`config.mk`:
```
export PLATFORM = sky130hd
export DESIGN_NAME = tbo_mul
export DESIGN_NICKNAME = d
export VERILOG_FILES = /design/src/hdl/tbo_pkg.sv /design/src/hdl/tbo_mul.sv
export SDC_FILE = /design/constraint.sdc
export NUM_CORES = 2
export LEC_CHECK = 0
export BUFFER_PORTS_ARGS = -buffer_cell sky130_fd_sc_hd__buf_4
export CAP_MARGIN = 20
export CORE_AREA = 2 2 315 629
export CTS_CLUSTER_DIAMETER = 150
export DETAILED_ROUTE_END_ITERATION = 8
export DIE_AREA = 0 0 317 631
export SETUP_SLACK_MARGIN = 0.15
export SLEW_MARGIN = 20
export SYNTH_ARGS = -nofsm -noshare
export SYNTH_HDL_FRONTEND = slang
export SYNTH_SLANG_ARGS = --single-unit
```
`constraint.sdc`:
```
create_clock -name clk -period 9.1 [get_ports clk]
set_clock_uncertainty 0.1 [all_clocks]
set_input_delay 1.82 -clock clk [delete_from_list [all_inputs] [get_ports clk]]
set_output_delay 1.82 -clock clk [all_outputs]
set_load 0.01 [all_outputs]
```
`src/hdl/tbo_pkg.sv`:
```
// ----------------------------------------------------------------------------
// tbo_pkg
// Shared types, constants and width helpers for the barycentric weight core.
// ----------------------------------------------------------------------------
`default_nettype none

package tbo_pkg;

  // Default coordinate format: signed, COORD_BITS wide, FRAC_BITS fraction bits
  localparam int COORD_BITS_DEF = 32;
  localparam int FRAC_BITS_DEF  = 16;

  // Fixed widths of the beat fields
  localparam int FIELD_BITS  = 32;
  localparam int WEIGHT_BITS = 32;

  // Limb width of the partial-product multipliers
  localparam int LIMB_BITS = 32;

  // Divider latency: setup, range check, one stage per quotient bit, output
  localparam int DIV_LAT = WEIGHT_BITS + 3;

  // Input beat: three vertices
  typedef struct packed {
    logic signed [FIELD_BITS-1:0] v0_x;
    logic signed [FIELD_BITS-1:0] v0_y;
    logic signed [FIELD_BITS-1:0] v0_z;
    logic signed [FIELD_BITS-1:0] v1_x;
    logic signed [FIELD_BITS-1:0] v1_y;
    logic signed [FIELD_BITS-1:0] v1_z;
    logic signed [FIELD_BITS-1:0] v2_x;
    logic signed [FIELD_BITS-1:0] v2_y;
    logic signed [FIELD_BITS-1:0] v2_z;
  } vtx_beat_t;

  // Output beat: three weights and the degenerate flag
  typedef struct packed {
    logic signed [WEIGHT_BITS-1:0] weight_0;
    logic signed [WEIGHT_BITS-1:0] weight_1;
    logic signed [WEIGHT_BITS-1:0] weight_2;
    logic                          degenerate;
  } wgt_beat_t;

  // Number of limbs needed for an operand of w bits
  function automatic int limbs(input int w);
    return (w + LIMB_BITS - 1) / LIMB_BITS;
  endfunction

  // Multiplier latency for a given number of accumulate stages
  function automatic int mul_lat(input int nps);
    return nps + 3;
  endfunction

endpackage

`default_nettype wire

```
`src/hdl/tbo_mul.sv`:
```
// ----------------------------------------------------------------------------
// tbo_mul
// Pipelined signed multiplier built from 32x32 limb products, summed one
// partial product per stage.
// ----------------------------------------------------------------------------
`default_nettype none

module tbo_mul #(
  parameter int AW  = 33,
  parameter int BW  = 33,
  parameter int NPS = 4
) (
  input  logic              clk,
  input  logic              en,
  input  logic [AW-1:0]     a,
  input  logic [BW-1:0]     b,
  output logic [AW+BW-1:0]  p
);

  localparam int LB = tbo_pkg::LIMB_BITS;
  localparam int NA = tbo_pkg::limbs(AW);
  localparam int NB = tbo_pkg::limbs(BW);
  localparam int NP = NA * NB;
  localparam int XW = LB * (NA + NB);
  localparam int PW = AW + BW;

  logic [AW-1:0]                amag;
  logic [BW-1:0]                bmag;
  logic [LB*NA-1:0]             aext;
  logic [LB*NB-1:0]             bext;
  logic [NP-1:0][2*LB-1:0]      pps [NP];
  logic [XW-1:0]                acc [1:NPS];
  logic                         sg  [NPS+2];

  // Magnitudes and product sign
  always_ff @(posedge clk) begin
    if (en) begin
      amag  <= a[AW-1] ? (~a + AW'(1)) : a;
      bmag  <= b[BW-1] ? (~b + BW'(1)) : b;
      sg[0] <= a[AW-1] ^ b[BW-1];
    end
  end

  assign aext = (LB*NA)'(amag);
  assign bext = (LB*NB)'(bmag);

  // Limb products, all in parallel
  always_ff @(posedge clk) begin
    if (en) begin
      for (int i = 0; i < NA; i++) begin
        for (int j = 0; j < NB; j++) begin
          pps[0][i*NB+j] <= (2*LB)'(aext[i*LB +: LB]) * (2*LB)'(bext[j*LB +: LB]);
        end
      end
      sg[1] <= sg[0];
    end
  end

  // One partial product added per stage
  for (genvar k = 0; k < NPS; k++) begin : g_acc
    logic [XW-1:0] term;
    logic [XW-1:0] base;
    if (k < NP) begin : g_add
      assign term = XW'(pps[k][k]) << (LB * ((k / NB) + (k % NB)));
    end else begin : g_pass
      assign term = '0;
    end
    // First stage starts from zero
    if (k == 0) begin : g_first
      assign base = '0;
    end else begin : g_next
      assign base = acc[k];
    end
    always_ff @(posedge clk) begin
      if (en) begin
        acc[k+1] <= base + term;
        sg[k+2]  <= sg[k+1];
      end
    end
    if (k + 1 < NP) begin : g_pp
      always_ff @(posedge clk) begin
        if (en) begin
          pps[k+1] <= pps[k];
        end
      end
    end
  end

  // Restore the sign
  always_ff @(posedge clk) begin
    if (en) begin
      p <= sg[NPS+1] ? PW'(~acc[NPS] + XW'(1)) : PW'(acc[NPS]);
    end
  end

endmodule

`default_nettype wire

```
-- Yosys cells after proc, flatten, opt, wreduce, memory -nomap -nowiden
Memory sizes are Yosys's and may differ from the RTL's.
Cells that the tools add are included.
- $add $sub $neg: 6
- multiply operators: 4
- multiplexer cells: 5
- bitwise logic cells: 4
- operator list (cell ; count):
    $add A128 B96 Y128 ; 2
    $add A128 B128 Y128 ; 1
    $add A33 B1 Y33 const B ; 2
    $add A66 B1 Y66 const B ; 1
    $mux W66 ; 1
    $not A33 Y33 ; 2
    $not A66 Y66 ; 1
    $mul A32 B32 Y64 ; 1
    $mux W32 ; 2
    $mul A1 B32 Y33 ; 1
    $mul A32 B1 Y33 ; 1
    $mul A1 B1 Y2 ; 1
    $mux W1 ; 2
    $xor A1 B1 Y1 ; 1
- flip-flop bits (word level): 132
- RAM bits: 1542
- input bits: 68
- output and inout bits: 66
- logic and storage cells: 27
- memories kept: 3
- memories (memory ; words ; width ; rd ports ; clocked after memory_dff ; write ports ; line ; source):
    pps ; 4 ; 256 ; 4 ; 0 ; 4 ; tbo_mul.sv:31 ; logic [NP-1:0][2*LB-1:0] pps [NP];
    acc ; 4 ; 128 ; 4 ; 0 ; 4 ; tbo_mul.sv:32 ; logic [XW-1:0] acc [1:NPS];
    sg ; 6 ; 1 ; 6 ; 0 ; 6 ; tbo_mul.sv:33 ; logic sg [NPS+2];

-- Logic depth before layout (Yosys ltp)
An unclocked memory read counts as a cell.
- word-level depth: 4
- gate-level depth with buffers: 28
- mapped depth without buffers: 26

-- Least setup slack after synthesis
Ideal clock, no wire load.
- path kind: register to register
- start: reg bmag[8]
- end: mem pps[0][58] (netlist name) (data pin)
- setup time: 0.267 ns
- data arrival time: 7.469 ns
- data required time: 8.733 ns
- slack: 1.265 ns
- stages on the path, launching flop included: 25
- cells stage by stage: edfxtp_1 -> clkbuf_1 -> and2_1 -> fa_1 -> fa_1 -> inv_1 -> fa_1 -> fa_1 -> inv_1 -> fa_1 -> fa_1 -> fa_1 -> fa_1 -> ha_1 -> clkbuf_1 -> a21oi_1 -> o21ai_0 -> or3_1 -> or4b_2 -> o21ai_0 -> nor3_1 -> a31o_2 -> a21oi_1 -> o21ai_0 -> xor2_1
- RTL lines (what ; line ; source):
    from (decl) ; tbo_mul.sv:28 ; logic [BW-1:0] bmag;
    from (signal assigned) ; tbo_mul.sv:39 ; bmag <= b[BW-1] ? (~b + BW'(1)) : b;
    to (decl) ; tbo_mul.sv:31 ;

==> metrics.md <==
| Metric | Value |
|---|---|
| Post-route core utilization | 33.3% |
| Max-Cap Viols | 0 |
| DIE AREA | 200000 um2 |
| Starting Density | 29.8% |
| Critical path endpoint category | flop |
| Syn Std Cell Area | 58300 um2 |
| Die extent in y | 631 um |
| Outcome | finished clean |
| Number of port buffers | 133 |
| Clk_lat worst skew | 650 ps |
| Clock slew seen by the registers of the worst setup and hold paths | 70 ps |
| Max-slew violations | 0 |
| NumNets Final | 6629 |
| Critical path class | reg2reg |
| Placeable Area | 195000 um2 |
| Most common cell after layout, fill and taps aside | fa_1 |
| Reg-to-Reg Start | amag[11] |
| Drt first pass iters | 5 |
| Area delta synth->final | 11.7% |
| Final worst path period share | 95.3% |
| Detailed Place HPWL | 107000 um |
| Worst R2R Setup Slack | 430 ps |
| Clock root cell | clkbuf_16 |
| Layout Cells excl Fill | 7935 |
| Unique masters post-synth | 68 |
| Total track usage | 13.5% |
| Seq cells post-synth | 627 |
| Syn Inst Count | 5201 |
| Global route overflow | 0 |
| CP arrival | 8950 ps |
| I/O pin count | 134 |
| 1st-iter DRT viols | 2474 |
| Ys flop type | edfxtp_1 |
| Final Hold Viols | 0 |
| Hold crit path type | reg2reg |
| RSZ-0062 raised after global routing | false |
| Largest net degree at the start of global routing | 177 |
| Via/cell ratio | 4.58 |
| DRC violations left | 0 |
| Final GP Congestion | 0.885 |
| Post-route ant nets | 0 |
| Final Critical Period | 8670 ps |
| CTS buffer count | 60 |
| Core Rows | 230 |
| Critical Path Source | amag[11] |
| Syn avg cell area | 11.2 um2 |
| Antenna violations before repair | 7 |
| Worst-margin pin slew | 1040 ps |
| Max_slew headroom | 30.4% |
| Layout cell share with drive strength beyond 1 | 7.99% |
| Syn Nets | 6498 |
| Max Freq | 115 MHz |
| First-pass GRT wire length | 213000 um |
| DR WL/cell | 16.8 um |
| Final wirelength | 133000 um |
| Max FO, Critical Path | 11 |
| CP Launch Type | flop |
| H-tree depth | 2 |
| Placed cells | 7777 |
| Reg2reg path depth | 26 |
| Number of flops mapped to enable cells by yosys | 627 |
| Most frequent cells in the layout | fa_1, inv_1, and2_1 |
| Die X | 317 um |
| Worst path required time | 9370 ps |
| Setup crit end | pps[0][57] |
| Clk buf depth | 3 |
| CTS tree | yes |
| Vias in the first global route | 38454 |
| Vias | 36368 |
| R2R Path End | pps[0][57] |
| TritonCTS Sinks | 627 |
| Post-synth ARST share | 0% |
| Yosys warnings | 0 |
| Final setup vio count | 0 |
| Share of the yosys chip area belonging to registers | 32.3% |
[how the worst min path moves through the flow]
| stage | to | from | slack, ps | cells after the start |
|---|---|---|---|---|
| after floorplan | acc[0][512] | pps[3][0] | 300 | 0 |
| after global placement | sg[5] | sg[4] | 300 | 0 |
| after detailed placement | acc[0][522] | pps[3][10] | 300 | 0 |
| after CTS | pps[2][147] | pps[1][147] | 270 | 0 |
| after global routing | pps[2][148] | pps[1][148] | 300 | 0 |
| final | pps[2][147] | pps[1][147] | 280 | 0 |
[area by class of cell]
type                       count  area (um2)
inverter                     891        3340
clock inverter                45         529
antenna                        1        2.50
multi-input combinational   3446       35300
timing repair buffer         306        2420
fill                       19537      130000
clock buffer                  67        1530
tap                         2552        3190
sequential                   627       18800
[critical path: stages (launching register included)]
cell      delay [ps]
edfxtp_1         500
buf_4            240
and2_1           160
fa_1             490
fa_1             440
fa_1             540
inv_1             50
fa_1             530
inv_1             90
fa_1             580
inv_1             80
fa_1             530
inv_1             50
fa_1             490
fa_1             410
ha_1             400
nand2_1          140
or4_1            550
a211oi_1         260
nor4_1           150
o21ai_0          400
a31oi_1          150
buf_4            200
o211a_1          270
o21ai_0          300
a221oi_1         150
xnor2_1          140
[repair_timing]
action / in CTS / in global routing
gates resized for setup: 2 / 3
pin swaps: 0 / 0
buffers inserted: 5 / 40
hold buffers: 0 / 0
setup endpoints to repair: 4 / 8
[kinds of logic after synthesis]
family	Yosys count	share of synthesized area [%]
AOI/OAI and AO/OA	486	5.45
DFF	627	32.3
and+or+nand+nor	1487	13.4
adders and majority gates	1229	37.9
xor gates and xnor gates	243	3.65
muxes	1	0.0193
buffers and inverters	1128	7.26
[stage by stage]
stage	TNS (ps)	cell area, um2	setup WS, ps	hold slack [ps]
after global routing	0	65100	162	301
after floorplan	0	58300	1260	300
after CTS	0	64700	169	274
after detailed placement	-270	62600	-114	305
final	0	65100	425	285
after global placement	-171	62600	-78.4	300
[synth_stat cells (24+ instances only)]
library cell	number	area, um2
fa_1	898	18000
ha_1	331	4140
nor2_1	70	263
xnor2_1	197	1730
inv_1	891	3340
xor2_1	46	403
o21ai_0	117	586
edfxtp_1	627	18800
o31ai_1	48	360
o21a_1	24	180
nand2_1	529	1990
a21o_1	69	518
clkbuf_1	237	890
a21oi_1	109	546
and2_1	681	4260
nand3_1	30	150
nor3_1	25	125
[layer usage]
| metal | vias to the layer above | routed length (um) | global-route usage, % |
|---|---|---|---|
| li1 | 16724 | - | - |
| met1 | 18435 | 60100 | 19.1 |
| met2 | 1021 | 61200 | 21.8 |
| met3 | 186 | 9490 | 2.23 |
| met4 | 2 | 2390 | 2.64 |
| met5 | - | 13 | 0 |
[sequential cells by signal, indices dropped and copies added, names as in the netlist]
| signal | count |
|---|---|
| bmag | 33 |
| p | 66 |
| pps | 356 |
| amag | 33 |
| sg | 6 |
| acc | 133 |
Power is not shown: default switching activity piles up to over one toggle a cycle in this logic, so the estimate is an artifact.
